File: src/rtl/lpd_pkg.sv
// ----------------------------------------------------------------------------
// lpd_pkg: shared types for the length-prefixed deframer
// Field widths, the front-to-back command, the region release notice, the
// result record and the back-end sequencer states.
// ----------------------------------------------------------------------------
package lpd_pkg;

   // Fixed field widths of the request and response ports.
   localparam int CLIENT_W = 3;
   localparam int BYTE_W   = 8;
   localparam int INDEX_W  = 6;

   // Command queue between the front and back ends.
   localparam int CMDQ_DEPTH = 4;
   localparam int CMDQ_PTR_W = 2;
   localparam int CMDQ_CNT_W = 3;

   // Result queue at the response side.
   localparam int OUTQ_DEPTH = 4;
   localparam int OUTQ_PTR_W = 2;
   localparam int OUTQ_CNT_W = 3;

   // A finished packet (value holds its length) or a rejected length byte.
   typedef struct packed {
      logic [CLIENT_W-1:0] client;
      logic [BYTE_W-1:0]   value;
      logic                error;
   } cmd_type;

   // The back end has read the last byte of a client's region.
   typedef struct packed {
      logic                valid;
      logic [CLIENT_W-1:0] client;
   } rel_type;

   // One result as it leaves the block.
   typedef struct packed {
      logic [CLIENT_W-1:0] client;
      logic [INDEX_W-1:0]  index;
      logic [BYTE_W-1:0]   data;
      logic                last;
      logic                error;
   } rsp_type;

   typedef enum logic {
      BK_IDLE,
      BK_READ
   } back_state_type;

endpackage

File: src/rtl/lpd_cmdq.sv
// ----------------------------------------------------------------------------
// lpd_cmdq: command queue between front and back ends
// A short first-in first-out queue of finished-packet and error commands.
// ----------------------------------------------------------------------------
module lpd_cmdq (
   input  logic              clock,
   input  logic              reset,
   input  logic              push,
   input  lpd_pkg::cmd_type  din,
   output logic              full,
   input  logic              pop,
   output lpd_pkg::cmd_type  dout,
   output logic              empty
);
   import lpd_pkg::*;

   cmd_type               q_ff [CMDQ_DEPTH];
   logic [CMDQ_PTR_W-1:0] wr_ptr_ff;
   logic [CMDQ_PTR_W-1:0] rd_ptr_ff;
   logic [CMDQ_CNT_W-1:0] count_ff;
   logic [CMDQ_CNT_W-1:0] count_in;
   logic                  do_push;
   logic                  do_pop;

   assign full    = (count_ff == CMDQ_CNT_W'(CMDQ_DEPTH));
   assign empty   = (count_ff == '0);
   assign do_push = push && !full;
   assign do_pop  = pop && !empty;
   assign dout    = q_ff[rd_ptr_ff];

   // Occupancy.
   always_comb begin
      count_in = count_ff;
      if (do_push && !do_pop) begin
         count_in = count_ff + CMDQ_CNT_W'(1);
      end else if (do_pop && !do_push) begin
         count_in = count_ff - CMDQ_CNT_W'(1);
      end
   end

   always_ff @(posedge clock) begin
      if (reset) begin
         wr_ptr_ff <= '0;
         rd_ptr_ff <= '0;
         count_ff  <= '0;
      end else begin
         count_ff <= count_in;
         if (do_push) begin
            wr_ptr_ff <= wr_ptr_ff + CMDQ_PTR_W'(1);
         end
         if (do_pop) begin
            rd_ptr_ff <= rd_ptr_ff + CMDQ_PTR_W'(1);
         end
      end
   end

   // Entry storage.
   always_ff @(posedge clock) begin
      if (do_push) begin
         q_ff[wr_ptr_ff] <= din;
      end
   end

endmodule

File: config.mk
export PLATFORM = sky130hd
export DESIGN_NAME = lpd_cmdq
export DESIGN_NICKNAME = d
export VERILOG_FILES = /design/src/rtl/lpd_pkg.sv /design/src/rtl/lpd_cmdq.sv
export SDC_FILE = /design/constraint.sdc
export NUM_CORES = 1
export LEC_CHECK = 0
export BUFFER_PORTS_ARGS = -buffer_cell sky130_fd_sc_hd__buf_2
export CAP_MARGIN = 30
export CORE_ASPECT_RATIO = 0.75
export CORE_UTILIZATION = 45
export CTS_CLUSTER_DIAMETER = 200
export DETAILED_ROUTE_END_ITERATION = 8
export GPL_ROUTABILITY_DRIVEN = 0
export HOLD_SLACK_MARGIN = 0.05
export PLACE_DENSITY = 0.68
export REMOVE_ABC_BUFFERS = 1
export SLEW_MARGIN = 10
export SYNTH_ARGS = -nofsm -noshare
export SYNTH_HDL_FRONTEND = slang
export SYNTH_SLANG_ARGS = --single-unit
export TNS_END_PERCENT = 10
File: constraint.sdc
create_clock -name clock -period 2.2 [get_ports clock]
set_input_delay 0.44 -clock clock [delete_from_list [all_inputs] [get_ports clock]]
set_output_delay 0.44 -clock clock [all_outputs]
set_load 0.05 [all_outputs]
Word-level counts from Yosys, hierarchy flattened. Memories as Yosys holds them, arrays and structs flattened. A register that Yosys moved wholly into a read port is not among the register bits. Cells that the tools add are included. W data, S select, Z words.

Eq/ne operators: 1. Add/sub/neg operators: 4. Reduce and logical (&&, ||, !) cells: 10. Muxes and demuxes: 6.

Operators by type and width (number): $mux W3 (2); $add A2 B1 Y2 const B (2); $logic_and A1 B1 Y1 (4); $logic_not A1 Y1 (4); $mux W2 (2); $add A3 B1 Y3 const B (1); $eq A3 B3 Y1 const B (1); $logic_not A3 Y1 (1); $sub A3 B1 Y3 const B (1); $mux W1 (2); $reduce_bool A2 Y1 (1).

Logic and storage cells: 25. RAM bits: 48. Memories kept: 1. Flip-flop bits (word level): 7. Input bits: 16. Output and inout port bits: 14.

Memory list: q_ff (words 4, bits a word 12, read ports 1, clocked after Yosys merged registers in 1, write ports 1, line lpd_cmdq.sv:17) `cmd_type q_ff [CMDQ_DEPTH];`.

Logic depth before layout (Yosys ltp).
Depth after elaboration: 7. Gate-level depth with buffers: 8. Mapped depth without buffers: 8.

Worst setup path after synthesis. OpenSTA, ideal clock, no wires.

Kind: reg2reg. Start point: register count_ff[2]. End point: register count_ff[2]. Data required time: 2130 ps. Library setup time: 70 ps. Period minus slack after synthesis: 2323 ps. Stages on the path, launching flop included: 9. Buffers on the path: 0. Data arrival time: 2253 ps. Path slack: -123 ps. Cells stage by stage: dfxtp_1 nor3b_2 nor2_2 ha_1 inv_1 fa_1 xor2_1 or3_1 a21oi_1.

Longest elaborated chain between the ends: 6. Elaborated cells between the ends (all ways): 15. Those cells by class: add/sub: 2; eq/ne: 1; mux: 2; reduce/logical: 10.

Ends and longest elaborated chain: from (decl) (line lpd_cmdq.sv:20) `logic [CMDQ_CNT_W-1:0] count_ff;`; from (signal assigned) (line lpd_cmdq.sv:47) `count_ff <= count_in;`; $eq A3 B3 Y1 (*) (line lpd_cmdq.sv:25) `assign full = (count_ff == CMDQ_CNT_W'(CMDQ_DEPTH));`; net full (line lpd_cmdq.sv:10) `output logic full,`; $logic_not A1 Y1 (*) (line lpd_cmdq.sv:27) `assign do_push = push && !full;`; $logic_and A1 B1 Y1 (*) (line lpd_cmdq.sv:27); net do_push (line lpd_cmdq.sv:22) `logic do_push;`; $logic_not A1 Y1 (line lpd_cmdq.sv:36) `end else if (do_pop && !do_push) begin`; $logic_and A1 B1 Y1 (line lpd_cmdq.sv:36); $reduce_bool A2 Y1 (no source line).

The timed path passes the listed nets; every way through them passes the cells marked *. The select of a mux whose other input is x is not followed. A chain may end at the register's enable or synchronous reset.

==> results.yml <==
pwr:
  ir_drop_uv: 737
  leakage_nw: 0.973
  pwr_density_cell_nw_per_um2: 1310
cts:
  tritoncts: "done"
  numCtsBuffers: 9
  clock-sinks: 57
  cts-root-buf: "clkbuf_8"
  ctsHoldBuffers: 0
  post_cts_buffers: 0
  cts_buffer_depth: 2
  clk_pin_slew_ns: 0.07
  htreeDepth: 3
  insertion_delay_ns: 0.33
routing:
  drc: 0
  viasPerCell: 5.07
  ant_nets: 0
  firstDrtPassIters: 4
  drt_iter0_markers: 57
  drt_wl_total_mm: 3.70
  dr_total_vias: 1100
  avgRoutedWirePerCell_um: 17.1
sta:
  holdWs_ns: 0.318
  tightest_slew_ns: 0.344
  finalWorstPathRequiredPeriod_ns: 2.04
  fmax_ghz: 0.491
  grt_setup_unrepaired: "false"
  hold_viol_final: 0
  slew_viol_final: 0
  fin_crit_sh_pct: 92.6
  finalClockSkew_ns: 0.00688
  slew_headroom_pct: 76.7
  setup_viol: 0
yosys:
  synth-async-reset-ratio_pct: 0
  synth-seq-cells: 57
  ys_types: 22
  netlist_top_cells_count: "edfxtp_1, mux4_2, dfxtp_1"
  synth_area_leader_cell: "edfxtp_1"
  yosys.cell_count.top_type: "edfxtp_1"
  synth.top_cell.area_share_pct: 65.6
  yosys_warnings: 0
  syn_area_um2: 2200
  synthCells: 110
  synth-edff-count: 48
  synth_area_leaders: "edfxtp_1, mux4_2, dfxtp_1"
  ys_seq_area_share_pct: 73.8
  syn_avg_cell_area_um2: 20.0
  synth_flop_cell: "edfxtp_1"
floorplanning:
  num_rows: 21
  dieWidth_um: 82.7
  die_y_um: 62.5
  ios: 30
  dieArea_um2: 5170
  core_area_um2: 4570
  initial_core_util_pct: 48.1
finish:
  layout-drive-gt1-share_pct: 43.1
  multi_input_area_um2: 553
  n_fill_cell: 370
  area_growth_pct: 21.3
  seq_area_um2: 1620
  nets: 177
  diodes: 0
  final_cells: 217
worst_setup_path:
  path_buf_inv: 2
  crit_path_top_delay_cell: "mux4_2"
  cp_data_required_time_ns: 1.76
  cp.depth: 3
  crit_arrival_ns: 1.60
  r2r_slack_ns: 0.17
  crit_path_start_kind: "register"
  crit_fanout: 6
  worstRegToRegCells: 7
  critPathTopFamily: "multiplexers"
  critPathKind: "register to output pin"
  slowest_delay_ns: 0.52
  worst_setup_path_end_kind: "output pin"
  path_cells: "buf_4 -> mux4_2 -> buf_2"
grt:
  grt_max_degree: 13
  track_usage_pct: 17.3
  grt_pass1_vias: 1193
  grt_use_met3_pct: 8.76
  grt_util_met2_pct: 27.7
  grt_pass1_wl_mm: 6.00
  grt_use_met1_pct: 19.7
  busiest_layer: "met2"
  grt-ovfl-total: 0
  antenna_found_initial: 0
run_status:
  status: "finished, final reports clean"
flow_run:
  drv_cap: 0
placed_design:
  place_inst: 201
  portBuffers: 29
  post-dp-hpwl_mm: 2.47
min_path:
  worstHoldPathType: "input pin to register"
  whs_path_depth: 1
[worst register-to-register path, stage by stage (launching register included)]
cell	delay, ns
dfxtp_2	0.37
o31ai_4	0.29
ha_2	0.24
inv_1	0.05
fa_1	0.38
xor2_1	0.19
or3_1	0.31
a21oi_1	0.14
[path summary, 6_finish.rpt]
kind	start	endpoint
worst max-delay path	register	dout[4]
worst min-delay path	din[2]	q_ff[0][2]$_DFFE_PP_
worst max register to register	count_ff[1]$_SDFFE_PP0P_	count_ff[2]$_SDFFE_PP0P_
worst min register to register	rd_ptr_ff[1]$_SDFFE_PP0P_	register
[through the flow]
stage               util, %  setup WS [ns]  power (mW)  setup TNS [ns]  instance area, um2
finish                 58.3          0.163        3.49               0                2670
global placement       53.7          0.225        2.50               0                2450
global route           58.3         0.0418        3.66               0                2670
floorplan                 -         -0.123        2.25          -0.197                2180
detailed placement     53.7          0.127        2.54               0                2450
CTS                    58.0          0.107        3.51               0                2650
[layout by cell type, fill, tap and decap left out, drive strengths merged, types with 4 or more instances in the layout]
cell,instances
and2,4
buf,37
clkbuf,13
dfxtp,9
edfxtp,48
ha,5
inv,4
mux4,12
nor2,6
xor2,4
[sequential cells by signal, indices dropped and copies added, names as in the netlist, named ones only]
| register | flops |
|---|---|
| q_ff | 48 |
| wr_ptr_ff | 2 |
| rd_ptr_ff | 2 |
| count_ff | 3 |
[metal layers]
| layer | vias up | share of wire, % |
|---|---|---|
| met5 | - | 0 |
| met4 | 0 | 1.3 |
| met3 | 7 | 5.8 |
| met2 | 29 | 51 |
| met1 | 543 | 42 |
| li1 | 521 | - |
[layout make-up]
| cell class | instances | area share (%) |
|---|---|---|
| clock buffers | 13 | 5.96 |
| clock inverters | 3 | 1.50 |
| inverters | 4 | 0.563 |
| multi-input cells | 46 | 20.7 |
| flip-flops and latches | 57 | 60.9 |
| well taps | 57 | 2.67 |
| repair buffers | 37 | 7.69 |
[cells by family after synthesis]
kind of cell	count (synthesis)	share of synthesized area (%)
AOI/OAI and AO/OA	6	1.88
DFF	57	73.8
xor gates and xnor gates	4	1.59
muxes	14	13.2
buffers and inverters	7	1.59
and+or+nand+nor	16	4.21
adders and majority gates	6	3.76
[where the power goes]
group	internal, mW	switching, mW	leakage, nW	total, mW
Combinational	0.393	0.736	0.355	1.13
Sequential	1.31	0.0824	0.515	1.40
Clock	0.581	0.384	0.103	0.965
[repair_timing]
action / 4_1_cts / 5_1_grt
resized for setup: 0 / 4
setup endpoints to repair: 0 / 1
endpoints found under the hold margin: 0 / 0
(Power assumes the default switching activity.)
