**config.mk**
```make
export PLATFORM = sky130hd
export DESIGN_NAME = lpd_back
export DESIGN_NICKNAME = d
export VERILOG_FILES = /design/src/rtl/lpd_pkg.sv /design/src/rtl/lpd_back.sv
export SDC_FILE = /design/constraint.sdc
export NUM_CORES = 2
export LEC_CHECK = 0
export BUFFER_PORTS_ARGS = -buffer_cell sky130_fd_sc_hd__buf_2
export CORE_UTILIZATION = 45
export DETAILED_ROUTE_END_ITERATION = 8
export PLACE_DENSITY = 0.58
export SETUP_SLACK_MARGIN = 0.2
export SLEW_MARGIN = 20
export SYNTH_ARGS = -nofsm -noshare
export SYNTH_HDL_FRONTEND = slang
export SYNTH_MEMORY_MAX_BITS = 65536
export SYNTH_SLANG_ARGS = --single-unit
```
**constraint.sdc**
```tcl
create_clock -name clock -period 3.8 [get_ports clock]
set_input_delay 0.38 -clock clock [delete_from_list [all_inputs] [get_ports clock]]
set_output_delay 0.38 -clock clock [all_outputs]
set_load 0.02 [all_outputs]
```
**src/rtl/lpd_pkg.sv**
```systemverilog
// ----------------------------------------------------------------------------
// lpd_pkg: shared types for the length-prefixed deframer
// Field widths, the front-to-back command, the region release notice, the
// result record and the back-end sequencer states.
// ----------------------------------------------------------------------------
package lpd_pkg;

   // Fixed field widths of the request and response ports.
   localparam int CLIENT_W = 3;
   localparam int BYTE_W   = 8;
   localparam int INDEX_W  = 6;

   // Command queue between the front and back ends.
   localparam int CMDQ_DEPTH = 4;
   localparam int CMDQ_PTR_W = 2;
   localparam int CMDQ_CNT_W = 3;

   // Result queue at the response side.
   localparam int OUTQ_DEPTH = 4;
   localparam int OUTQ_PTR_W = 2;
   localparam int OUTQ_CNT_W = 3;

   // A finished packet (value holds its length) or a rejected length byte.
   typedef struct packed {
      logic [CLIENT_W-1:0] client;
      logic [BYTE_W-1:0]   value;
      logic                error;
   } cmd_type;

   // The back end has read the last byte of a client's region.
   typedef struct packed {
      logic                valid;
      logic [CLIENT_W-1:0] client;
   } rel_type;

   // One result as it leaves the block.
   typedef struct packed {
      logic [CLIENT_W-1:0] client;
      logic [INDEX_W-1:0]  index;
      logic [BYTE_W-1:0]   data;
      logic                last;
      logic                error;
   } rsp_type;

   typedef enum logic {
      BK_IDLE,
      BK_READ
   } back_state_type;

endpackage

```
**src/rtl/lpd_back.sv**
```systemverilog
// ----------------------------------------------------------------------------
// lpd_back: packet store and read-out sequencer
// Holds the packet store, reads each finished packet out byte by byte and
// places the results, and one result per error command, in the response queue.
// ----------------------------------------------------------------------------
module lpd_back #(
   parameter int NUM_CLIENTS      = 8,
   parameter int MAX_PACKET_BYTES = 64,
   parameter int STORE_AW         = 9
) (
   input  logic                          clock,
   input  logic                          reset,
   input  logic                          cmd_empty,
   input  lpd_pkg::cmd_type              cmd_data,
   output logic                          cmd_pop,
   input  logic                          wr_en,
   input  logic [STORE_AW-1:0]           wr_addr,
   input  logic [lpd_pkg::BYTE_W-1:0]    wr_data,
   output lpd_pkg::rel_type              rel,
   input  logic                          rsp_pop,
   output logic                          rsp_empty,
   output lpd_pkg::rsp_type              rsp_data
);
   import lpd_pkg::*;

   localparam int CLIENTS_USED = (NUM_CLIENTS < (1 << CLIENT_W)) ?
                                 NUM_CLIENTS : (1 << CLIENT_W);
   localparam int CIDX_W      = (CLIENTS_USED > 1) ? $clog2(CLIENTS_USED) : 1;
   localparam int STORE_DEPTH = CLIENTS_USED * MAX_PACKET_BYTES;

   logic [BYTE_W-1:0]     store_mem [STORE_DEPTH];
   logic [BYTE_W-1:0]     rd_data_ff;

   back_state_type        state_ff;
   back_state_type        state_in;
   logic [CLIENT_W-1:0]   cur_client_ff;
   logic [INDEX_W-1:0]    last_idx_ff;
   logic [INDEX_W-1:0]    idx_ff;
   logic [INDEX_W-1:0]    idx_in;

   logic                  s1_valid_ff;
   rsp_type               s1_meta_ff;

   rsp_type               oq_ff [OUTQ_DEPTH];
   logic [OUTQ_PTR_W-1:0] oq_wr_ptr_ff;
   logic [OUTQ_PTR_W-1:0] oq_rd_ptr_ff;
   logic [OUTQ_CNT_W-1:0] oq_count_ff;
   logic [OUTQ_CNT_W-1:0] oq_count_in;

   logic                  space;
   logic                  issue;
   rsp_type               issue_meta;
   logic                  rd_en;
   logic                  load_pkt;
   logic                  at_last;
   logic [15:0]           rd_addr_wide;
   logic [STORE_AW-1:0]   rd_addr;
   rsp_type               push_data;
   logic                  oq_pop;

   // Room for one more result, counting the one in flight.
   assign space   = ((oq_count_ff + OUTQ_CNT_W'(s1_valid_ff)) < OUTQ_CNT_W'(OUTQ_DEPTH));
   assign at_last = (idx_ff == last_idx_ff);

   assign rd_addr_wide = 16'(cur_client_ff[CIDX_W-1:0]) * 16'(MAX_PACKET_BYTES) +
                         16'(idx_ff);
   assign rd_addr      = rd_addr_wide[STORE_AW-1:0];

   // Sequencer next state.
   always_comb begin
      state_in = state_ff;
      unique case (state_ff)
         BK_IDLE: begin
            if (!cmd_empty && space && !cmd_data.error) begin
               state_in = BK_READ;
            end
         end
         BK_READ: begin
            if (space && at_last) begin
               state_in = BK_IDLE;
            end
         end
         default: state_in = BK_IDLE;
      endcase
   end

   // Sequencer outputs.
   always_comb begin
      cmd_pop    = 1'b0;
      issue      = 1'b0;
      issue_meta = '0;
      rd_en      = 1'b0;
      load_pkt   = 1'b0;
      rel        = '0;
      rel.client = cur_client_ff;
      unique case (state_ff)
         BK_IDLE: begin
            if (!cmd_empty && space) begin
               cmd_pop = 1'b1;
               if (cmd_data.error) begin
                  issue            = 1'b1;
                  issue_meta.client = cmd_data.client;
                  issue_meta.data  = cmd_data.value;
                  issue_meta.last  = 1'b1;
                  issue_meta.error = 1'b1;
               end else begin
                  load_pkt = 1'b1;
               end
            end
         end
         BK_READ: begin
            if (space) begin
               issue             = 1'b1;
               rd_en             = 1'b1;
               issue_meta.client = cur_client_ff;
               issue_meta.index  = idx_ff;
               issue_meta.last   = at_last;
               rel.valid         = at_last;
            end
         end
         default: begin
            cmd_pop = 1'b0;
         end
      endcase
   end

   // Byte position within the packet being read out.
   always_comb begin
      idx_in = idx_ff;
      if (load_pkt) begin
         idx_in = '0;
      end else if (rd_en) begin
         idx_in = idx_ff + INDEX_W'(1);
      end
   end

   always_ff @(posedge clock) begin
      if (reset) begin
         state_ff    <= BK_IDLE;
         s1_valid_ff <= 1'b0;
      end else begin
         state_ff    <= state_in;
         s1_valid_ff <= issue;
      end
   end

   always_ff @(posedge clock) begin
      idx_ff <= idx_in;
      if (load_pkt) begin
         cur_client_ff <= cmd_data.client;
         last_idx_ff   <= INDEX_W'(cmd_data.value - BYTE_W'(1));
      end
      if (issue) begin
         s1_meta_ff <= issue_meta;
      end
   end

   // Packet store: one write port from the front end, one registered read.
   always_ff @(posedge clock) begin
      if (wr_en) begin
         store_mem[wr_addr] <= wr_data;
      end
      if (rd_en) begin
         rd_data_ff <= store_mem[rd_addr];
      end
   end

   // Result assembly: error results carry their own byte.
   always_comb begin
      push_data = s1_meta_ff;
      if (!s1_meta_ff.error) begin
         push_data.data = rd_data_ff;
      end
   end

   // Response queue.
   assign rsp_empty = (oq_count_ff == '0);
   assign oq_pop    = rsp_pop && !rsp_empty;
   assign rsp_data  = oq_ff[oq_rd_ptr_ff];

   always_comb begin
      oq_count_in = oq_count_ff;
      if (s1_valid_ff && !oq_pop) begin
         oq_count_in = oq_count_ff + OUTQ_CNT_W'(1);
      end else if (oq_pop && !s1_valid_ff) begin
         oq_count_in = oq_count_ff - OUTQ_CNT_W'(1);
      end
   end

   always_ff @(posedge clock) begin
      if (reset) begin
         oq_wr_ptr_ff <= '0;
         oq_rd_ptr_ff <= '0;
         oq_count_ff  <= '0;
      end else begin
         oq_count_ff <= oq_count_in;
         if (s1_valid_ff) begin
            oq_wr_ptr_ff <= oq_wr_ptr_ff + OUTQ_PTR_W'(1);
         end
         if (oq_pop) begin
            oq_rd_ptr_ff <= oq_rd_ptr_ff + OUTQ_PTR_W'(1);
         end
      end
   end

   always_ff @(posedge clock) begin
      if (s1_valid_ff) begin
         oq_ff[oq_wr_ptr_ff] <= push_data;
      end
   end

endmodule

```
* Word-level counts from Yosys, hierarchy flattened
Memories as Yosys holds them, arrays and structs flattened. A register that Yosys moved wholly into a read port is not among the register bits.
Index checks and enable logic that the tools add are counted.
** Word-level totals
- Bits in registers :: 43
- Memory bits (writable) :: 4172
- Input port bits :: 34
- Output and inout bits :: 25
- Word-level logic and storage cells :: 75
- Memories :: 2
** Cells by class
- Add/sub/neg operators :: 8
- Order comparisons :: 1
- Eq/ne operators :: 1
- Muxes and demuxes :: 31
- Bitwise logic cells :: 3
- Reductions and logical operators :: 16
** Memory list
- store_mem :: depth 512, bits a word 8, read ports 1, clocked after Yosys merged registers in 1, wr ports 1, RTL line lpd_back.sv:31 : logic [BYTE_W-1:0] store_mem [STORE_DEPTH];
- oq_ff :: depth 4, bits a word 19, read ports 1, clocked after Yosys merged registers in 1, wr ports 1, RTL line lpd_back.sv:44 : rsp_type oq_ff [OUTQ_DEPTH];
** Operator list (count)
- 2-to-1 mux 1 bit :: 17
- 2-to-1 mux 3 bit :: 4
- adder 9 x 6 -> 9 bit :: 1
- 2-to-1 mux 9 bit :: 1
- 2-to-1 mux 2 bit :: 4
- 2-to-1 mux 8 bit :: 1
- adder 6 x 1 -> 6 bit, second input constant :: 1
- equality test 6 bit :: 1
- logical AND 1 bit :: 6
- one-hot mux 1 bit (2 select lines) :: 3
- one-hot mux 3 bit (2 select lines) :: 1
- subtractor 6 x 1 -> 6 bit, second input constant :: 1
- logical NOT 1 bit :: 5
- adder 2 x 1 -> 2 bit, second input constant :: 2
- adder 3 x 1 -> 3 bit :: 1
- adder 3 x 1 -> 3 bit, second input constant :: 1
- logical NOT 3 bit :: 1
- less-than comparator 3 bit, second input constant :: 1
- inverter 1 bit :: 3
- OR reduction 3 bit :: 1
- subtractor 3 x 1 -> 3 bit, second input constant :: 1
- AND reduction 2 bit :: 1
- nonzero test 2 bit :: 1
- OR reduction 2 bit :: 1

* Logic depth before layout (Yosys ltp)
- Depth in word-level cells :: 6
- Gate-level depth with buffers :: 14
- Depth with buffers taken out :: 8

* Least setup slack after synthesis
OpenSTA, ideal clock, no wires.
- Kind :: reg-to-reg
- From :: reg idx_ff[0]
- To :: reg rd_data_ff[3] (read register of store_mem), data pin
- Setup time :: 0.272 ns
- Data arrival time :: 2.474 ns
- Data required time :: 3.528 ns
- Path slack :: 1.053 ns
- Stages on the path, launching flop included :: 11
- Buffers on the path :: 4
- Period minus slack after synthesis :: 2.747 ns
- Cells stage by stage :: dfxtp_1 -> buf_6 -> buf_6 -> buf_2 -> buf_4 -> mux4_2 -> a22oi_1 -> o21ai_0 -> o31a_1 -> o211ai_1 -> o2111ai_1
** Between the ends
- Word-level cells in the longest chain between the ends :: 1
** RTL lines
- start: declaration :: RTL line lpd_back.sv:38 : logic [INDEX_W-1:0] idx_ff;
- start signal: assignment :: RTL line lpd_back.sv:148 : idx_ff <= idx_in;
- adder 9 x 6 -> 9 bit :: RTL line lpd_back.sv:65 : assign rd_addr_wide = 16'(cur_client_ff[CIDX_W-1:0]) * 16'(MAX_PACKET_BYTES) +
- end: declaration :: RTL line lpd_back.sv:32 : logic [BYTE_W-1:0] rd_data_ff;
Every way passes these cells.
A chain may end at the register's enable or synchronous reset.

* Worst setup path in the final report
Same ends and word-level chain as after synthesis.

==> tab_implementation.tex <==
\begin{tabular}{lr}
\hline
Metric & Value \\
\hline
\multicolumn{2}{l}{\textbf{Pwr}} \\
\quad Net switching fraction of the power & between 20\% and 30\% \\
\quad Part of the power in the clock network & 35.3\% \\
\quad Net switching power figure & about 32 mW \\
\quad Power density relative to cell area & around 630 nW/um2 \\
\quad Peak VDD IR & a little under 0.4 mV \\
\quad Share of total power in combinational logic & 21.4\% \\
\quad Leakage component of the power & roughly 60 nW \\
\quad Internal power summed over all cells & 87.81 mW \\
\quad Share of power burned in registers & a little over two fifths \\
\multicolumn{2}{l}{\textbf{Worst hold path}} \\
\quad Worst Hold End & store\_mem[511][2] \\
\quad Worst min-delay path startpoint & wr\_data[2] \\
\quad Cells on Worst Hold Path & 1 \\
\quad Class of the tightest hold or removal check & in2reg \\
\multicolumn{2}{l}{\textbf{Placement}} \\
\quad Placed Cells incl. Taps & between 10000 and 15000 \\
\quad Routability congestion estimate from global placement & 0.8714 \\
\quad Half-perimeter wire length after placement & 299500 um \\
\quad Port buffer count & 58 \\
\multicolumn{2}{l}{\textbf{Synthesis}} \\
\quad Fraction of registers with async set or reset after synthesis & 0\% \\
\quad Number of library cell types mapped by synthesis & 72 \\
\quad Synthesized instance count & $\sim$7600 \\
\quad Syn. warnings & 0 \\
\quad Dominant synthesized flop cell & edfxtp\_1 \\
\quad Biggest area contributors in the synthesized netlist & edfxtp\_1, mux4\_2, mux2i\_1 \\
\quad EDFF count, synth & 4208 \\
\quad Nets in the synthesized netlist & about 7600 \\
\quad Fraction of synthesized cell area taken by the top area cell type & around 77\% \\
\quad Sequential-to-total area share from yosys stat & between 70\% and 80\% \\
\quad Count of state elements after synthesis & between 4000 and 5000 \\
\quad Synth Area per Inst & about 22 um2 \\
\quad Post-Syn Area & about 160000 um2 \\
\quad Dominant cell type by area after synthesis & edfxtp\_1 \\
\multicolumn{2}{l}{\textbf{Setup path}} \\
\quad Cell family with the largest share of critical-path delay & compound AO/OA/AOI/OAI gates \\
\quad Crit-path max FO & 14 \\
\quad Startpoint type of the worst setup path & flip-flop \\
\quad CP bufs+invs & 5 \\
\quad Reg-to-reg setup timing slack & between 100 and 150 ps \\
\quad WS Path Type & reg2reg \\
\quad Worst Path Arrival & about 4400 ps \\
\quad Reg-to-reg critical path startpoint & idx\_ff[0] \\
\quad Worst path depth & 12 \\
\quad Required time reported for the critical path endpoint & between 4000 and 5000 ps \\
\quad RR Endpoint & rd\_data\_ff[3] \\
\quad Slowest stage cell, crit path & mux4\_2 \\
\quad Delay contributed by the slowest stage of the critical path & approximately 500 ps \\
\quad Setup crit end kind & flip-flop \\
\quad Crit path from & idx\_ff[0] \\
\quad Crit path cell chain & buf\_12 -> buf\_16 -> buf\_16 -> mux4\_2 -> a22o\_1 -> a221oi\_2 -> buf\_4 -> a2bb2oi\_1 -> o31ai\_4 -> buf\_4 -> o21a\_1 -> o2111ai\_1 \\
\quad Path depth of the worst reg2reg path & 12 \\
\multicolumn{2}{l}{\textbf{Clocking}} \\
\quad Clock sink count & between 4000 and 5000 \\
\quad Clk\_lat worst skew & 1000 ps \\
\quad Clock-pin transition on the worst setup and hold timing paths & approximately 60 ps \\
\quad CTS H-tree depth & 5 \\
\quad Buffer levels on the longest clock path & 4 \\
\quad CTS tree & done \\
\quad Root cell of the clock tree & clkbuf\_16 \\
\quad Cts bufs inserted & between 400 and 500 \\
\multicolumn{2}{l}{\textbf{Route}} \\
\quad Violation count after the first detailed-routing iteration & between 10000 and 15000 \\
\quad Number of detailed-routing iterations run before antenna repair & 8 \\
\quad Post-route DRC & 0 \\
\quad Total wirelength of the detailed-routed design & 482800 um \\
\quad Vias per std cell & 6.212 \\
\quad Count of vias placed by the detailed router & approximately 85000 \\
\quad Post-detailed-route count of antenna-violating nets & 0 \\
\quad DR WL/cell & 35.19 um \\
\multicolumn{2}{l}{\textbf{Floorplan}} \\
\quad Top-level port count & 59 \\
\quad Die outline area & around 370000 um2 \\
\quad Die W & 605.4 um \\
\quad Initial Util & a little under half \\
\quad Standard-cell row count & 221 \\
\quad Core box area & roughly 360000 um2 \\
\quad Vertical extent of the die & between 600 and 700 um \\
\multicolumn{2}{l}{\textbf{Layout}} \\
\quad P\&R area growth vs syn & 16.36\% \\
\quad Cell Count, Final, Fillers Out & 13720 \\
\quad Share of final-layout standard cells stronger than drive strength 1 & between 20\% and 30\% \\
\quad Fill cell instance count of the final layout & around 28000 \\
\quad Net count, final & 8586 \\
\multicolumn{2}{l}{\textbf{GRT}} \\
\quad Global-route wire length before repair & about 670000 um \\
\quad Maximum number of pins on one net before global-route repair & around 160 \\
\quad Total congestion overflow & 0 \\
\quad Initial antenna violation count & 43 \\
\quad Global-route usage over all layers & approximately a quarter \\
\quad Via count of the first global-routing pass & between 80000 and 90000 \\
\multicolumn{2}{l}{\textbf{Timing}} \\
\quad Max transition margin & 20.08\% \\
\quad Smallest hold slack & 112.3 ps \\
\quad Sum of negative setup slack & 0 ps \\
\quad RSZ-0062 raised after global routing & true \\
\quad Final setup viols & 0 \\
\quad Highest clock rate & 0.2726 GHz \\
\quad Count of endpoints failing hold in the final timing report & 0 \\
\quad Transition time at the pin with the least slew margin & 1191 ps \\
\quad Max Transition Viols Final & 0 \\
\quad Final critical path time including I/O delays and setup & about 3700 ps \\
\quad Final period util & a little under 100\% \\
\quad Worst clock skew on the final layout & around 86 ps \\
\multicolumn{2}{l}{\textbf{Run}} \\
\quad Maxcap violations & 0 \\
\multicolumn{2}{l}{\textbf{Run status}} \\
\quad Run status & completed \\
\hline
\end{tabular}
power by group through the flow:
stage          Sequential (mW)  Combinational, mW  Clock [mW]
2_1_floorplan             52.6               16.3           0
3_3_place_gp              52.7               24.9           0
3_5_place_dp              52.7               25.0           0
4_1_cts                   51.7               25.4        42.6
5_1_grt                   51.7               26.7        44.2
6_report                  51.7               25.5        42.1
what timing repair did:
action,4_1_cts,5_1_grt
hold buffers,26,1
cloned,3,1
endpoints found under the setup margin,9,8
endpoints found under the hold margin,294,36
pin swaps,2,4
resized for setup,31,32
setup buffers,7,18
logic make-up (layout without fill, tap and decap cells):
kind of cell,Yosys count,after routing,share of synthesized area [%]
flops,4225,4225,77.35
buf+inv,479,1782,1.725
fa+ha+maj,8,8,0.06568
xor+xnor,21,21,0.1123
other cells,0,21,0
compound gates,615,615,2.611
mux,1334,1334,15.85
simple gates,920,920,2.293
synthesized netlist by cell type, types with 56 or more instances:
library cell and instances:
a21oi_1 117, a221oi_1 56, a22oi_1 99, buf_2 119, buf_6 68, clkbuf_1 182, edfxtp_1 4208, mux2i_1 311
mux4_2 1006, nand2_1 167, nor2_1 609, o21ai_0 84, o221ai_1 59
worst reg2reg max path: stages (launching register included):
cell	delay (ps)
dfxtp_4	450
buf_12	210
buf_16	230
buf_16	220
mux4_2	500
a22o_1	300
a221oi_2	320
buf_4	180
a2bb2oi_1	100
o31ai_4	410
buf_4	200
o21a_1	120
o2111ai_1	140
routing by layer:
metal | vias up | GRT usage, % | part of all wire, %
li1 | 33800 | - | -
met1 | 45810 | 37.37 | 40
met2 | 4796 | 40.33 | 46
met3 | 791 | 5.882 | 10
met4 | 25 | 8.184 | 3.4
met5 | - | 0 | 0.097
cell usage in the layout, fill, tap and decap left out, types with 12 or more instances in the layout:
cell type	count
nand2_4	12
nand2_1	154
bufinv_16	43
buf_4	743
mux2i_1	305
inv_1	12
clkbuf_1	96
o21ai_1	16
o21ai_0	76
o211ai_1	20
mux4_2	1006
nand3_1	34
and3_1	15
a21oi_1	116
buf_12	122
clkinvlp_4	14
a22oi_1	99
o221ai_1	58
o22ai_1	48
diode_2	21
a211oi_1	13
a31oi_1	12
clkinv_1	102
dlygate4sd3_1	27
nor3_1	24
a221oi_1	50
a22o_1	16
edfxtp_1	4208
clkbuf_16	443
xnor2_1	12
buf_2	50
mux2_2	17
nor2_1	598
clkinv_2	76
final cells by class:
cell class | instances | area (um2) | area share (%)
antenna | 21 | 52.55 | 0.02757
multi-input combinational | 2898 | 34730 | 18.22
sequential | 4225 | 126700 | 66.48
timing repair buffer | 970 | 9125 | 4.787
clock inverter | 257 | 2491 | 1.307
tap | 4794 | 5998 | 3.147
inverter | 17 | 81.33 | 0.04267
clock buffer | 538 | 11420 | 5.992
flip-flops by register name, indices dropped and copies added (netlist names), 2 cells and up, named ones only:
register	count
oq_rd_ptr_ff	2
s1_meta_ff	8
push_data	11
idx_ff	6
oq_wr_ptr_ff	2
rd_data_ff	8
oq_count_ff	3
store_mem	4096
last_idx_ff	6
cur_client_ff	3
oq_ff	76
how the worst max path moves through the flow:
stage	slack (ps)	to
final	130	rd_data_ff[3]
after detailed placement	-470	rd_data_ff[3]
after global placement	-390	rd_data_ff[3]
after floorplan	1050	rd_data_ff[3]
after CTS	160	rd_data_ff[3]
after global routing	110	rd_data_ff[3]
metrics by stage:
step | power (mW) | instance area [um2] | util [%] | setup slack, ps
final | 119.3 | 190600 | 52.62 | 131.5
after global routing | 122.5 | 190600 | 52.61 | 110.9
after CTS | 119.7 | 190200 | 52.51 | 161.4
after detailed placement | 77.73 | 175700 | 48.51 | -466.3
after global placement | 77.60 | 175700 | 48.50 | -389.3
after floorplan | 68.87 | 163800 | - | 1053
No activity file was read; power rests on OpenSTA's default activity.
