--- src/rtl/lpd_pkg.sv ---
// ----------------------------------------------------------------------------
// lpd_pkg: shared types for the length-prefixed deframer
// Field widths, the front-to-back command, the region release notice, the
// result record and the back-end sequencer states.
// ----------------------------------------------------------------------------
package lpd_pkg;

   // Fixed field widths of the request and response ports.
   localparam int CLIENT_W = 3;
   localparam int BYTE_W   = 8;
   localparam int INDEX_W  = 6;

   // Command queue between the front and back ends.
   localparam int CMDQ_DEPTH = 4;
   localparam int CMDQ_PTR_W = 2;
   localparam int CMDQ_CNT_W = 3;

   // Result queue at the response side.
   localparam int OUTQ_DEPTH = 4;
   localparam int OUTQ_PTR_W = 2;
   localparam int OUTQ_CNT_W = 3;

   // A finished packet (value holds its length) or a rejected length byte.
   typedef struct packed {
      logic [CLIENT_W-1:0] client;
      logic [BYTE_W-1:0]   value;
      logic                error;
   } cmd_type;

   // The back end has read the last byte of a client's region.
   typedef struct packed {
      logic                valid;
      logic [CLIENT_W-1:0] client;
   } rel_type;

   // One result as it leaves the block.
   typedef struct packed {
      logic [CLIENT_W-1:0] client;
      logic [INDEX_W-1:0]  index;
      logic [BYTE_W-1:0]   data;
      logic                last;
      logic                error;
   } rsp_type;

   typedef enum logic {
      BK_IDLE,
      BK_READ
   } back_state_type;

endpackage

--- src/rtl/lpd_front.sv ---
// ----------------------------------------------------------------------------
// lpd_front: request intake and classification
// Registers each request, checks the length byte, tracks per-client progress,
// writes packet bytes to the store and queues finished packets or errors.
// ----------------------------------------------------------------------------
module lpd_front #(
   parameter int NUM_CLIENTS      = 8,
   parameter int MAX_PACKET_BYTES = 64,
   parameter int STORE_AW         = 9
) (
   input  logic                          clock,
   input  logic                          reset,
   input  logic                          push,
   output logic                          full,
   input  logic [lpd_pkg::CLIENT_W-1:0]  req_client_id,
   input  logic [lpd_pkg::BYTE_W-1:0]    req_data_byte,
   output logic                          cmd_push,
   output lpd_pkg::cmd_type              cmd_data,
   input  logic                          cmd_full,
   output logic                          wr_en,
   output logic [STORE_AW-1:0]           wr_addr,
   output logic [lpd_pkg::BYTE_W-1:0]    wr_data,
   input  lpd_pkg::rel_type              rel
);
   import lpd_pkg::*;

   localparam int CLIENTS_USED = (NUM_CLIENTS < (1 << CLIENT_W)) ?
                                 NUM_CLIENTS : (1 << CLIENT_W);
   localparam int CIDX_W = (CLIENTS_USED > 1) ? $clog2(CLIENTS_USED) : 1;
   localparam int CNT_W  = $clog2(MAX_PACKET_BYTES + 1);

   logic                 hold_valid_ff;
   logic                 hold_valid_in;
   logic [CLIENT_W-1:0]  hold_client_ff;
   logic [BYTE_W-1:0]    hold_byte_ff;

   logic [CNT_W-1:0]     cnt_ff  [CLIENTS_USED];
   logic [CNT_W-1:0]     exp_ff  [CLIENTS_USED];
   logic                 busy_ff [CLIENTS_USED];

   logic                 accept;
   logic                 in_range;
   logic [CIDX_W-1:0]    c_idx;
   logic [CNT_W-1:0]     count;
   logic                 first;
   logic                 bad_len;
   logic [CNT_W-1:0]     exp_cur;
   logic                 stale;
   logic [CNT_W-1:0]     cnt_next;
   logic                 done;
   logic                 consume;
   logic                 cnt_we;
   logic [CNT_W-1:0]     cnt_in;
   logic [CNT_W-1:0]     exp_in;
   logic                 busy_set;
   logic [15:0]          addr_wide;
   logic [CIDX_W-1:0]    rel_idx;

   // One request is held at a time; a new one enters once it is consumed.
   assign full   = hold_valid_ff;
   assign accept = push && !full;

   // Per-client view of the held request.
   assign in_range = ({6'd0, hold_client_ff} < 9'(NUM_CLIENTS));
   assign c_idx    = hold_client_ff[CIDX_W-1:0];
   assign count    = cnt_ff[c_idx];
   assign first    = (count == '0);
   assign bad_len  = first && ((hold_byte_ff == '0) ||
                               (hold_byte_ff > BYTE_W'(MAX_PACKET_BYTES)));
   assign exp_cur  = first ? CNT_W'(hold_byte_ff) : exp_ff[c_idx];
   assign stale    = (count >= CNT_W'(MAX_PACKET_BYTES)) || (count >= exp_cur);
   assign cnt_next = count + CNT_W'(1);
   assign done     = (cnt_next == exp_cur);

   // Store address of the next byte in this client's region.
   assign addr_wide = 16'(c_idx) * 16'(MAX_PACKET_BYTES) + 16'(count);
   assign wr_addr   = addr_wide[STORE_AW-1:0];
   assign wr_data   = hold_byte_ff;

   // Classification of the held request.
   always_comb begin
      consume       = 1'b0;
      cnt_we        = 1'b0;
      cnt_in        = '0;
      exp_in        = '0;
      busy_set      = 1'b0;
      wr_en         = 1'b0;
      cmd_push      = 1'b0;
      cmd_data      = '0;
      cmd_data.client = hold_client_ff;
      if (hold_valid_ff) begin
         if (!in_range) begin
            // Unknown client: dropped without effect.
            consume = 1'b1;
         end else if (bad_len) begin
            if (!cmd_full) begin
               cmd_push       = 1'b1;
               cmd_data.value = hold_byte_ff;
               cmd_data.error = 1'b1;
               consume        = 1'b1;
            end
         end else if (busy_ff[c_idx]) begin
            // Region still being read out: wait.
            consume = 1'b0;
         end else if (stale) begin
            // Inconsistent progress: restart the client.
            consume = 1'b1;
            cnt_we  = 1'b1;
            cnt_in  = '0;
            exp_in  = exp_ff[c_idx];
         end else if (!done) begin
            consume = 1'b1;
            wr_en   = 1'b1;
            cnt_we  = 1'b1;
            cnt_in  = cnt_next;
            exp_in  = exp_cur;
         end else if (!cmd_full) begin
            consume        = 1'b1;
            wr_en          = 1'b1;
            cnt_we         = 1'b1;
            cnt_in         = '0;
            exp_in         = '0;
            busy_set       = 1'b1;
            cmd_push       = 1'b1;
            cmd_data.value = BYTE_W'(cnt_next);
         end
      end
   end

   // Holding register valid flag.
   always_comb begin
      hold_valid_in = hold_valid_ff;
      if (accept) begin
         hold_valid_in = 1'b1;
      end else if (consume) begin
         hold_valid_in = 1'b0;
      end
   end

   always_ff @(posedge clock) begin
      if (reset) begin
         hold_valid_ff <= 1'b0;
      end else begin
         hold_valid_ff <= hold_valid_in;
      end
   end

   // Held request payload.
   always_ff @(posedge clock) begin
      if (accept) begin
         hold_client_ff <= req_client_id;
         hold_byte_ff   <= req_data_byte;
      end
   end

   assign rel_idx = rel.client[CIDX_W-1:0];

   // Per-client progress and region ownership.
   always_ff @(posedge clock) begin
      for (int i = 0; i < CLIENTS_USED; i++) begin
         if (reset) begin
            cnt_ff[i]  <= '0;
            exp_ff[i]  <= '0;
            busy_ff[i] <= 1'b0;
         end else begin
            if (cnt_we && (c_idx == CIDX_W'(i))) begin
               cnt_ff[i] <= cnt_in;
               exp_ff[i] <= exp_in;
            end
            if (busy_set && (c_idx == CIDX_W'(i))) begin
               busy_ff[i] <= 1'b1;
            end else if (rel.valid && (rel_idx == CIDX_W'(i))) begin
               busy_ff[i] <= 1'b0;
            end
         end
      end
   end

endmodule

--- config.mk ---
export PLATFORM = sky130hd
export DESIGN_NAME = lpd_front
export DESIGN_NICKNAME = d
export VERILOG_FILES = /design/src/rtl/lpd_pkg.sv /design/src/rtl/lpd_front.sv
export SDC_FILE = /design/constraint.sdc
export NUM_CORES = 1
export LEC_CHECK = 0
export ABC_CLOCK_PERIOD_IN_PS = 15450
export BUFFER_PORTS_ARGS = -buffer_cell sky130_fd_sc_hd__buf_2
export CORE_MARGIN = 2
export CORE_UTILIZATION = 60
export DETAILED_ROUTE_END_ITERATION = 7
export GPL_ROUTABILITY_DRIVEN = 0
export PLACE_DENSITY = 0.84
export RECOVER_POWER = 100
export SLEW_MARGIN = 30
export SYNTH_ARGS = -nofsm -noshare
export SYNTH_HDL_FRONTEND = slang
export SYNTH_SLANG_ARGS = --single-unit
--- constraint.sdc ---
create_clock -name clock -period 15.45 [get_ports clock]
set_input_delay 1.545 -clock clock [delete_from_list [all_inputs] [get_ports clock]]
set_output_delay 1.545 -clock clock [all_outputs]
set_load 0.01 [all_outputs]
; After elaboration in Yosys (flattened, before gate mapping)
; Memories as Yosys holds them, arrays and structs flattened. A register that Yosys moved wholly into a read port is not among the register bits.
; Cells that the tools add are included.
[op_classes]
n_reduce_logical = 34
n_eq_ne = 15
order_cmp = 3
bitwise_logic = 32
mux = 157
add_sub_neg = 2
[op_table]
columns = cell, count
row1 = $mux W7, 31
row2 = $mux W1, 120
row3 = $or A1 B1 Y1, 32
row4 = $logic_and A1 B1 Y1, 26
row5 = $eq A3 B3 Y1 const B, 8
row6 = $mux W9, 2
row7 = $eq A3 B2 Y1 const B, 4
row8 = $add A9 B7 Y9, 1
row9 = $mux W3, 3
row10 = $gt A8 B7 Y1 const B, 1
row11 = $logic_not A8 Y1, 1
row12 = $mux W8, 1
row13 = $add A7 B1 Y7 const B, 1
row14 = $eq A7 B7 Y1, 1
row15 = $ge A7 B7 Y1, 1
row16 = $ge A7 B7 Y1 const B, 1
row17 = $logic_not A7 Y1, 1
row18 = $eq A3 B1 Y1 const B, 2
row19 = $logic_not A3 Y1, 2
row20 = $logic_or A1 B1 Y1, 2
row21 = $reduce_bool A2 Y1, 1
row22 = $logic_not A1 Y1, 1
[totals]
inputBits = 19
ff_bits = 12
memories = 3
output_inout_bits = 32
word_cells = 249
ram_bits = 120
[mem_list]
columns = name, words, width, rd, rd_clocked_by_memory_dff, write_ports, line
row1 = cnt_ff, 8, 7, 1, 1, 8, lpd_front.sv:37  ; logic [CNT_W-1:0] cnt_ff [CLIENTS_USED];
row2 = exp_ff, 8, 7, 1, 1, 8, lpd_front.sv:38  ; logic [CNT_W-1:0] exp_ff [CLIENTS_USED];
row3 = busy_ff, 8, 1, 1, 1, 8, lpd_front.sv:39  ; logic busy_ff [CLIENTS_USED];

; Logic depth before layout (Yosys ltp)
; Gate-level depths: netlist of the first run.
[logic_depth]
word_depth = 14
depth_mapped = 19
ltp_nobuf = 17

; Worst setup path after synthesis of the first run
; Ideal clock, no wire load.
[synth_timing]
kind = reg2out
start = register with a tool-made name
end = output cmd_data[2] (netlist bit)
arrival_time_ps = 4344
path_stages_with_launch = 18
required_time_ps = 13905
slack_ps = 9561
n_path_buf = 5
cell_sequence = dfxtp_1 -> buf_4 -> buf_2 -> buf_2 -> mux4_2 -> mux2i_1 -> a21oi_1 -> ha_1 -> nand2b_1 -> a21o_1 -> a21o_1 -> a21o_1 -> a211o_1 -> a2111o_1 -> or3_1 -> buf_6 -> buf_6 -> o21ai_0
[synth_rtl]
columns = item, line
row1 = to (decl), lpd_front.sv:18  ; output lpd_pkg::cmd_type cmd_data,

==> impl_metrics.toml, run 1 <==
[outcome]
status = "finished, violations left"
violations = "capacitance limit, slew limit"

[power]
ir_drop_uv = 92.2
power.density_mw_per_mm2 = 138
leakagePower_nw = 2.70

[timing]
hold_viol = 0
maxSlewViolCount = 27
max_freq_mhz = 118
tightest_slew_ps = 1840
relSlewSlack_pct = -22.8
fin_crit_sh_pct = 55.0
grt_setup_unrepaired = "no"
finClkSkew_ps = 10.3
fin_crit_ps = 8490
setup_viol = 0
tns_ps = 0

[yosys]
synth_flop_cell = "edfxtp_1"
synth_edf_count = 131
yosys_warnings = 0
syn_nets = 569
ys_seq_area_share_pct = 58.3
synthCells = 539
synth_seq_cells = 135
ys_async_sr_fraction_pct = 0
synthDistinctLibCells = 57
synth_area_mm2 = 0.00689
avgSynthCellArea_um2 = 12.8

[critical_path]
cp_slowest_cell = "dfxtp_1"
reg2reg_slack_ps = 8350
critPathMaxFanout = 26
worstReg2RegEnd = "exp_ff[7][2]$_SDFFCE_PN0P_"
worstPathCellList = "mux4_2 -> mux2i_1 -> nand4_1 -> o21ai_0 -> nand2_1 -> ha_1 -> a21o_1 -> a21o_1 -> a21o_1 -> a211o_1 -> a2111o_1 -> or3_1 -> o31ai_1 -> buf_2"
critPathCaptureType = "output port"
crit_type = "reg -> out"
crit_arrival_ps = 6950
cpMostUsedCell = "a21o_1"
worstRegToRegCells = 14
cp_top_family = "compound AO/OA/AOI/OAI gates"
slowest_delay_ps = 1560
startpoint_type = "register"
timing.critical_path.buf_inv = 1
worstPathRequired_ps = 13910

[clock_network]
cts_buffers = 17
worstSkewPairLatency_ps = 430
clk_pin_slew_worst_paths_ps = 60
cts_setup_buffers = 0
postCtsHoldBufs = 0
root_buffer = "clkbuf_16"
clock-sinks = 135
post_cts_resize_count = 0
cts_tree = "built"
clockBufferDepth = 2
htreeDepth = 4

[global_route]
grt_max_degree = 28
gr-usage-all-layers_pct = 29.5
grt_overflow = 0
grt_pass1_vias = 5040
grt_pass1_wl_mm = 27.0
antenna_found_initial = 0

[finish]
fin_area_mm2 = 0.00766
regArea_mm2 = 0.00401
multiInputGateArea_mm2 = 0.00260
synthToLayoutAreaGrowth_pct = 11.2
fin_nets = 605
fin_util_pct = 67.7
n_antenna_cell = 0
fillers = 784
drive_above_1_share_pct = 18.0

[die]
core_mm2 = 0.0113
die_h_um = 111
initial_utilization_pct = 60.9
pin_count = 51
die_area_mm2 = 0.0124
dieWidth_um = 111
num_rows = 39

[detailed_routing]
drt_wl_total_mm = 18.1
antenna_left = 0
firstDrtPassIters = 6
vias_per_cell = 6.97
via_count = 5095
wire_per_inst_um = 24.8
drtIter0Drc = 753
drc = 0

[hold_path]
hold_path.class = "reg -> reg"
holdPathEnd = "full$_SDFFE_PP0P_"
hold_depth = 2
min-delay-start = "full$_SDFFE_PP0P_"

[job]
cap_violations = 1

[placement]
hpwl_mm = 10.8
io_buffer_count = 50
placed_area_mm2 = 0.00718
## flip-flops by register name (all words and copies together) (netlist names), named ones only
name and count:
cnt_ff 56, full 1, busy_ff 8, exp_ff 56, wr_data 8, c_idx 3
## metrics by stage
step / hold WS (ps) / total power (W) / setup WS, ps / cells
after floorplan: 565 / 0.000599 / 9560 / 539
after global placement: 571 / 0.000654 / 8710 / 699
after detailed placement: 569 / 0.000661 / 8480 / 699
after CTS: 614 / 0.00105 / 7950 / 731
after global routing: 625 / 0.00108 / 6560 / 731
final: 625 / 0.00106 / 6960 / 731
## final cells by class
class                           count  share of cell area [%]
Tap cell                          143                    2.34
Sequential cell                   135                    52.4
Clock buffer                       17                    5.55
Inverter                           11                   0.539
Clock inverter                     15                    1.85
Multi-Input combinational cell    354                    34.0
Timing Repair Buffer               56                    3.36
## metal layers
metal	GRT usage, %	part of all wire [%]
met4	18.3	4.9
met3	9.68	14
met5	0	0
met2	47.4	48
met1	34.3	34
## logic make-up (layout without fill, tap and decap cells)
kind of cell	after synthesis	after routing	synth area share (%)
buffers and inverters	50	99	3.25
flip-flops	135	135	58.3
AND/OR/NAND/NOR	221	221	15.8
XOR/XNOR	4	4	0.509
AO/OA/AOI/OAI	71	71	7.41
multiplexers	47	47	12.7
adder cells (fa/ha/maj)	11	11	2.00
## worst max path at each step
stage,from,end,slack (ps),cells past startpoint
CTS,register,cmd_data[7],7950,16
global route,register,cmd_data[7],6560,14
detailed placement,register,cmd_data[7],8480,14
global placement,register,cmd_data[7],8710,16
floorplan,register,cmd_data[2],9560,17
finish,register,cmd_data[7],6960,14
## power breakdown
part | internal, W | leakage [nW] | switching [W] | total (W)
combinational | 0.0000760 | 1.05 | 0.000158 | 0.000234
sequential | 0.000420 | 1.38 | 0.0000135 | 0.000433
clock | 0.000225 | 0.274 | 0.000164 | 0.000389
total | 0.000720 | 2.70 | 0.000336 | 0.00106
## worst reg2reg max path, cell delays in order (launching register included)
cell and delay, ps:
dfxtp_1 1560, mux4_2 670, mux2i_1 450, nand4_1 410
o21ai_0 460, nand2_1 150, ha_1 300, a21o_1 160
a21o_1 180, a21o_1 180, a211o_1 330, a2111oi_0 480
nand4_1 380, nor2b_1 370, a41o_1 650
## cell usage after synthesis, types with 2 or more instances
master	instances	area [µm²]
nor4b_4	2	47.6
or3_1	6	37.5
o21ai_1	4	20.0
buf_1	5	18.8
and3_1	2	12.5
a21boi_0	2	15.0
a31o_2	6	52.6
o31ai_1	4	30.0
o21ai_0	8	40.0
or2_2	6	37.5
a41o_1	2	20.0
a21oi_1	16	80.1
nand3_1	2	10.0
xor2_1	2	17.5
or4_1	2	15.0
mux4_2	30	676
edfxtp_1	131	3930
nor3_2	2	20.0
mux2i_4	2	45.0
nand4_2	2	25.0
a21o_1	3	22.5
xnor2_1	2	17.5
clkbuf_1	24	90.1
nor2b_1	8	50.1
a41oi_1	7	61.3
o31ai_2	5	62.6
a31oi_1	6	37.5
nand2b_1	5	31.3
and2_1	3	18.8
dfxtp_1	4	80.1
nand2_1	27	101
ha_1	11	138
mux2_2	3	33.8
buf_2	5	25.0
buf_6	3	33.8
nor2_1	88	330
buf_4	2	15.0
nand4_1	2	12.5
nor3_1	58	290
mux2i_1	11	110
inv_1	10	37.5
## cells in the final DEF, fill, tap and decap left out, drive strengths merged, types with 7 or more instances in the layout
cell type and instances:
buf 30, ha 11, o31ai 9, nor2b 8, inv 17, nand2 27
mux4 30, a41oi 7, edfxtp 131, a21oi 16, o21ai 12, nor2 88
clkbuf 43, nor3 60, mux2i 14
Note: power is estimated with default switching activity, not from simulation.
==> run 2, diff against run 1 <==
--- a/config.mk
+++ b/config.mk
@@ -5,13 +5,14 @@
 export SDC_FILE = /design/constraint.sdc
 export NUM_CORES = 1
 export LEC_CHECK = 0
-export ABC_CLOCK_PERIOD_IN_PS = 15450
+export ABC_AREA = 1
+export ABC_CLOCK_PERIOD_IN_PS = 7700
 export BUFFER_PORTS_ARGS = -buffer_cell sky130_fd_sc_hd__buf_2
 export CORE_MARGIN = 2
-export CORE_UTILIZATION = 60
+export CORE_UTILIZATION = 55
 export DETAILED_ROUTE_END_ITERATION = 7
 export GPL_ROUTABILITY_DRIVEN = 0
-export PLACE_DENSITY = 0.84
+export PLACE_DENSITY = 0.81
 export RECOVER_POWER = 100
 export SLEW_MARGIN = 30
 export SYNTH_ARGS = -nofsm -noshare
==> constraint.sdc (replaced) <==
create_clock -name clock -period 7.7 [get_ports clock]
set_input_delay 0.77 -clock clock [delete_from_list [all_inputs] [get_ports clock]]
set_output_delay 0.77 -clock clock [all_outputs]
set_load 0.01 [all_outputs]
==> run 2 against run 1 <==
  * The run now ends clean
  * Clock skew fell by 0.77 ps
  * Area after synthesis rose by 5.4%
  * Non-clock buffer count down 4
  * Critical path type unchanged
==> impl_metrics.toml, run 2 <==
[timing]
setup_viol = 0
fin_crit_sh_pct = 92.4
tightest_slew_ps = 974
tns_ps = 0
finClkSkew_ps = 9.55
fin_crit_ps = 7110
max_freq_mhz = 141
maxSlewViolCount = 0
grt_setup_unrepaired = "no"
hold_viol = 0
relSlewSlack_pct = 34.9
hold_slack_ps = 515

[power]
seq_power_share_pct = 41.6
p_int_w = 0.00146
comb_power_share_pct = 18.7
ir_drop_uv = 256
power_switching_w = 0.000603
leakagePower_nw = 3.31
p_sw_share_pct = 29.2
power.density_mw_per_mm2 = 257
p_clk_share_pct = 39.6

[global_route]
grt_pass1_vias = 5795
antenna_found_initial = 0
grt_overflow = 0
grt_max_degree = 60
gr-usage-all-layers_pct = 27.5
grt_pass1_wl_mm = 29.7

[placement]
hpwl_mm = 12.3
io_buffer_count = 50

[clock_network]
post_cts_resize_count = 0
root_buffer = "clkbuf_16"
worstSkewPairLatency_ps = 430
cts_buffers = 17
clock-sinks = 135
clk_pin_slew_worst_paths_ps = 60
cts_setup_buffers = 0
htreeDepth = 4
clockBufferDepth = 2
cts_tree = "built"
postCtsHoldBufs = 0

[die]
num_rows = 41
die_h_um = 119
pin_count = 51
dieWidth_um = 119
core_mm2 = 0.0128
die_area_mm2 = 0.0141
initial_utilization_pct = 56.9

[finish]
final_common_cell = "nand2_1"
n_antenna_cell = 0
reg_top3 = "cnt_ff (56), exp_ff (56)"
drive_above_1_share_pct = 7.13
fin_util_pct = 63.0
synthToLayoutAreaGrowth_pct = 10.7
fin_nets = 915
most-common-layout-cells = "221 x nand2_1, 173 x nor2_1, 131 x edfxtp_1"
fillers = 1066

[yosys]
synth_area_mm2 = 0.00726
ys_async_sr_fraction_pct = 0
yosys_warnings = 0
synth_edf_count = 131
synth_seq_cells = 135
synthDistinctLibCells = 33
ys_top_cells_by_count = "220 x nand2_1, 173 x nor2_1, 131 x edfxtp_1"
yosysMostFrequentCell = "nand2_1"
synth_top_area_share_pct = 54.2
synth_flop_cell = "edfxtp_1"
synth_top_area_cell = "edfxtp_1"
syn_nets = 882
avgSynthCellArea_um2 = 8.52
synth.area.top_cells = "edfxtp_1 54%, nand2_1 11%, nor2_1 8.9%"
ys_seq_area_share_pct = 55.3
synthCells = 852

[detailed_routing]
firstDrtPassIters = 6
drt_wl_total_mm = 18.9
drc = 0
wire_per_inst_um = 17.7
via_count = 6139
antenna_left = 0
vias_per_cell = 5.74
drtIter0Drc = 792

[critical_path]
slowest_delay_ps = 860
crit_arrival_ps = 6340
startpoint_type = "register"
reg2reg_slack_ps = 920
cp_slowest_cell = "clkinv_1"
critPathMaxFanout = 31
worstPathRequired_ps = 6930
crit_type = "reg -> out"
critPathCaptureType = "output port"
cpMostUsedCell = "nand2_1"

[hold_path]
hold_path.class = "in -> reg"

[outcome]
status = "completed"

[job]
cap_violations = 0
run 2: cell types whose count changed after synthesis, moves of 7 or more:
cell	before	now
nand2_1	27	220
nor2_1	88	173
nor3_1	58	9
a41oi_1	7	0
buf_4	2	12
mux4_2	30	0
clkbuf_1	24	10
nor2b_1	8	0
nand3_1	2	67
o22ai_1	1	21
o21ai_0	8	33
mux2i_1	11	3
inv_1	10	86
run 2: kinds of logic (layout without fill, tap and decap cells):
family	after synthesis	in the layout	share of synthesized area, %
and+or+nand+nor	489	489	27.9
xor gates and xnor gates	1	1	0.121
DFF	135	135	55.3
muxes	3	3	0.414
buffers and inverters	129	175	8.03
AOI/OAI and AO/OA	84	84	6.36
adders and majority gates	11	11	1.90
run 2: per-layer routing:
metal	part of all wire, %	global-route usage, %	up-vias
met5	0	0	-
met4	4.1	15.0	0
met3	8.6	5.70	64
met2	47	43.2	338
met1	40	35.8	2868
li1	-	-	2869
run 2: cell type report:
class                   count  area (µm²)  share of cell area, %
flip-flops and latches    135        4020                   49.9
multi-input cells         588        2640                   32.9
clock buffers              24         502                   6.24
inverters                  91         344                   4.28
repair buffers             52         226                   2.82
well taps                 172         215                   2.68
clock inverters             8        96.3                   1.20
run 2: path summary, 6_finish.rpt:
kind / startpoint / cells past startpoint / to
worst max register to register: register / 26 / cnt_ff[7][2]$_SDFFCE_PN0P_
worst max-delay path: register / 28 / cmd_data[6]
worst min register to register: full$_SDFFE_PP0P_ / 4 / full$_SDFFE_PP0P_
worst min-delay path: req_data_byte[2] / 1 / wr_data[2]$_DFFE_PP_
run 2: power groups by stage:
| stage | Combinational (W) | Clock [W] | Sequential (W) |
|---|---|---|---|
| after detailed placement | 0.000379 | 0 | 0.000874 |
| after global placement | 0.000374 | 0 | 0.000873 |
| after CTS | 0.000383 | 0.000815 | 0.000859 |
| after global routing | 0.000430 | 0.000844 | 0.000864 |
| after floorplan | 0.000284 | 0 | 0.000866 |
| final | 0.000387 | 0.000818 | 0.000860 |
run 2: metrics by stage:
| stage | total power (W) | setup slack, ps | cell area, µm² | std cells |
|---|---|---|---|---|
| 6_report | 0.00207 | 587 | 8040 | 1070 |
| 5_1_grt | 0.00214 | 67.1 | 8040 | 1070 |
| 4_1_cts | 0.00206 | 1150 | 8100 | 1070 |
| 3_5_place_dp | 0.00125 | 1610 | 7500 | 1038 |
| 3_3_place_gp | 0.00125 | 1960 | 7500 | 1038 |
| 2_1_floorplan | 0.00115 | 3070 | 7260 | 852 |
run 2: critical path: cells and delay by family (launching register included):
kind / cells / cell delay (ps)
flip-flops: 1 / 310
adder cells (fa/ha/maj): 2 / 450
AO/OA/AOI/OAI: 5 / 910
buffers and inverters: 6 / 1770
AND/OR/NAND/NOR: 15 / 2430
==> run 3, diff against run 2 <==
--- a/config.mk
+++ b/config.mk
@@ -7,12 +7,13 @@
 export LEC_CHECK = 0
 export ABC_AREA = 1
 export ABC_CLOCK_PERIOD_IN_PS = 7700
-export BUFFER_PORTS_ARGS = -buffer_cell sky130_fd_sc_hd__buf_2
+export BUFFER_PORTS_ARGS = -buffer_cell sky130_fd_sc_hd__buf_4
 export CORE_MARGIN = 2
-export CORE_UTILIZATION = 55
+export CORE_UTILIZATION = 57
+export CTS_BUF_LIST = sky130_fd_sc_hd__clkbuf_2
 export DETAILED_ROUTE_END_ITERATION = 7
 export GPL_ROUTABILITY_DRIVEN = 0
-export PLACE_DENSITY = 0.81
+export PLACE_DENSITY = 0.83
 export RECOVER_POWER = 100
 export SLEW_MARGIN = 30
 export SYNTH_ARGS = -nofsm -noshare
==> run 3 against run 2 <==
  * Final area down 4.4%
  * First-iteration DRC count down 3.3%
  * Critical path depth down 3
  * Sequential power about the same
  * Largest power group unchanged
  * Core utilization down 1.5 points
  * Worst hold slack worse by 320 ps
  * Flip-flop and latch count unchanged
  * Die area down 3.4%
  * Largest cell class unchanged
  * Via count down 1.9%
  * Global-route usage up 0.26 points
  * Routed wire length down 3.9%
==> impl_metrics.toml, run 3 (synthesis gave the netlist of run 2 again) <==
[outcome]
status = "completed"

[timing]
fin_crit_ps = 6840
max_freq_mhz = 146
maxSlewViolCount = 0
fin_crit_sh_pct = 88.9
relSlewSlack_pct = 38.7
hold_slack_ps = 198
tightest_slew_ps = 917
finClkSkew_ps = 33.5
tns_ps = 0
setup_viol = 0
hold_viol = 0
grt_setup_unrepaired = "no"

[clock_network]
root_buffer = "clkbuf_2"
postCtsHoldBufs = 0
worstSkewPairLatency_ps = 760
cts_tree = "built"
htreeDepth = 4
clock-sinks = 135
clockBufferDepth = 2
clk_pin_slew_worst_paths_ps = 190
cts_buffers = 17

[global_route]
grt_pass1_vias = 5647
grt_overflow = 0
antenna_found_initial = 0
grt_pass1_wl_mm = 28.0
grt_max_degree = 60
gr-usage-all-layers_pct = 27.7

[die]
dieWidth_um = 117
die_h_um = 117
die_area_mm2 = 0.0137
initial_utilization_pct = 58.0
core_mm2 = 0.0125
num_rows = 41
pin_count = 51

[power]
power.density_mw_per_mm2 = 206
leakagePower_nw = 3.16
ir_drop_uv = 99.1

[placement]
io_buffer_count = 50
hpwl_mm = 12.2
dp_cells = 1039

[finish]
synthToLayoutAreaGrowth_pct = 5.84
most-common-layout-cells = "220 x nand2_1, 173 x nor2_1, 131 x edfxtp_1"
fin_nets = 916
fin_util_pct = 61.4
reg_top3 = "cnt_ff (56), exp_ff (56)"
drive_above_1_share_pct = 7.57
fillers = 1130
fin_cells = 1071
final_common_cell = "nand2_1"

[detailed_routing]
drtIter0Drc = 766
firstDrtPassIters = 6
via_count = 6020
drt_wl_total_mm = 18.2
vias_per_cell = 5.62
wire_per_inst_um = 17.0
drc = 0
antenna_left = 0

[critical_path]
critPathCaptureType = "output port"
critPathMaxFanout = 22
crit_arrival_ps = 6070
crit_type = "reg -> out"
worstPathRequired_ps = 6930
startpoint_type = "register"

[hold_path]
hold_path.class = "in -> reg"

[job]
cap_violations = 0
==> run 3: cell types whose count changed in the layout (fill, tap and decap cells not counted), moves of 3 or more <==
cell | before | now
buf_2 | 19 | 0
buf_4 | 2 | 16
clkbuf_1 | 32 | 26
clkbuf_16 | 17 | 0
clkbuf_2 | 0 | 20
clkbuf_4 | 0 | 11
clkbuf_8 | 5 | 0
clkinv_1 | 4 | 7
==> run 3: cell type report <==
cell class	instances	area (µm²)	area share [%]
flip-flops and latches	135	4020	52.3
clock inverters	11	61.3	0.798
well taps	172	215	2.80
multi-input cells	588	2650	34.4
inverters	91	344	4.48
clock buffers	20	100	1.30
repair buffers	53	300	3.91
diodes	1	2.50	0.0326
==> run 3: final timing paths <==
check	from	endpoint	slack [ps]	cells past startpoint
max	register	cmd_data[7]	860	25
min	req_data_byte[1]	wr_data[1]$_DFFE_PP_	200	1
max reg2reg	register	cnt_ff[4][0]$_SDFFCE_PN0P_	1580	23
min reg2reg	full$_SDFFE_PP0P_	full$_SDFFE_PP0P_	620	4
==> run 3: timing repair <==
| action | 4_1_cts | 5_1_grt |
|---|---|---|
| setup endpoints to repair | 0 | 9 |
| setup buffers | 0 | 0 |
| gates resized for setup | 0 | 1 |
==> run 3: metal layers <==
metal / track usage [%] / wire length [µm] / vias to the layer above / share of wire, %
li1: - / - / 2872 / -
met1: 34.3 / 7080 / 2769 / 39
met2: 45.0 / 8900 / 314 / 49
met3: 8.03 / 1570 / 65 / 8.6
met4: 13.5 / 659 / 0 / 3.6
met5: 0 / 0 / - / 0
==> run 3: through the flow <==
stage	total power (W)	setup slack [ps]	area [µm²]
after floorplan	0.00115	3070	7260
after global placement	0.00126	1710	7640
after detailed placement	0.00126	1520	7640
after CTS	0.00158	679	7800
after global routing	0.00166	58.9	7680
final	0.00159	857	7690
==> run 3: critical path: stages, from the launching register on <==
cell      delay [ps]
dfxtp_1          720
inv_1            530
nand2_1          180
nand2_1          210
inv_1            160
ha_1             160
nand2_1           70
nor2_2           390
nand2_1          320
o21ai_0          320
ha_1             280
inv_1             70
nand2_1           50
a21oi_1          130
nor2_1            50
o21ai_0          140
nand2_1           70
a21o_1           150
nand3_1           60
nand3_1          250
nor2_1           200
nand2_1          120
nor2_4           250
inv_2            120
o22ai_1          130
clkbuf_1         180
==> run 3: power by group <==
group          internal (W)  switching [W]  leakage (nW)
clock network     0.0000801       0.000260         0.106
registers          0.000838      0.0000226          1.38
logic              0.000110       0.000276          1.67
total               0.00103       0.000559          3.16
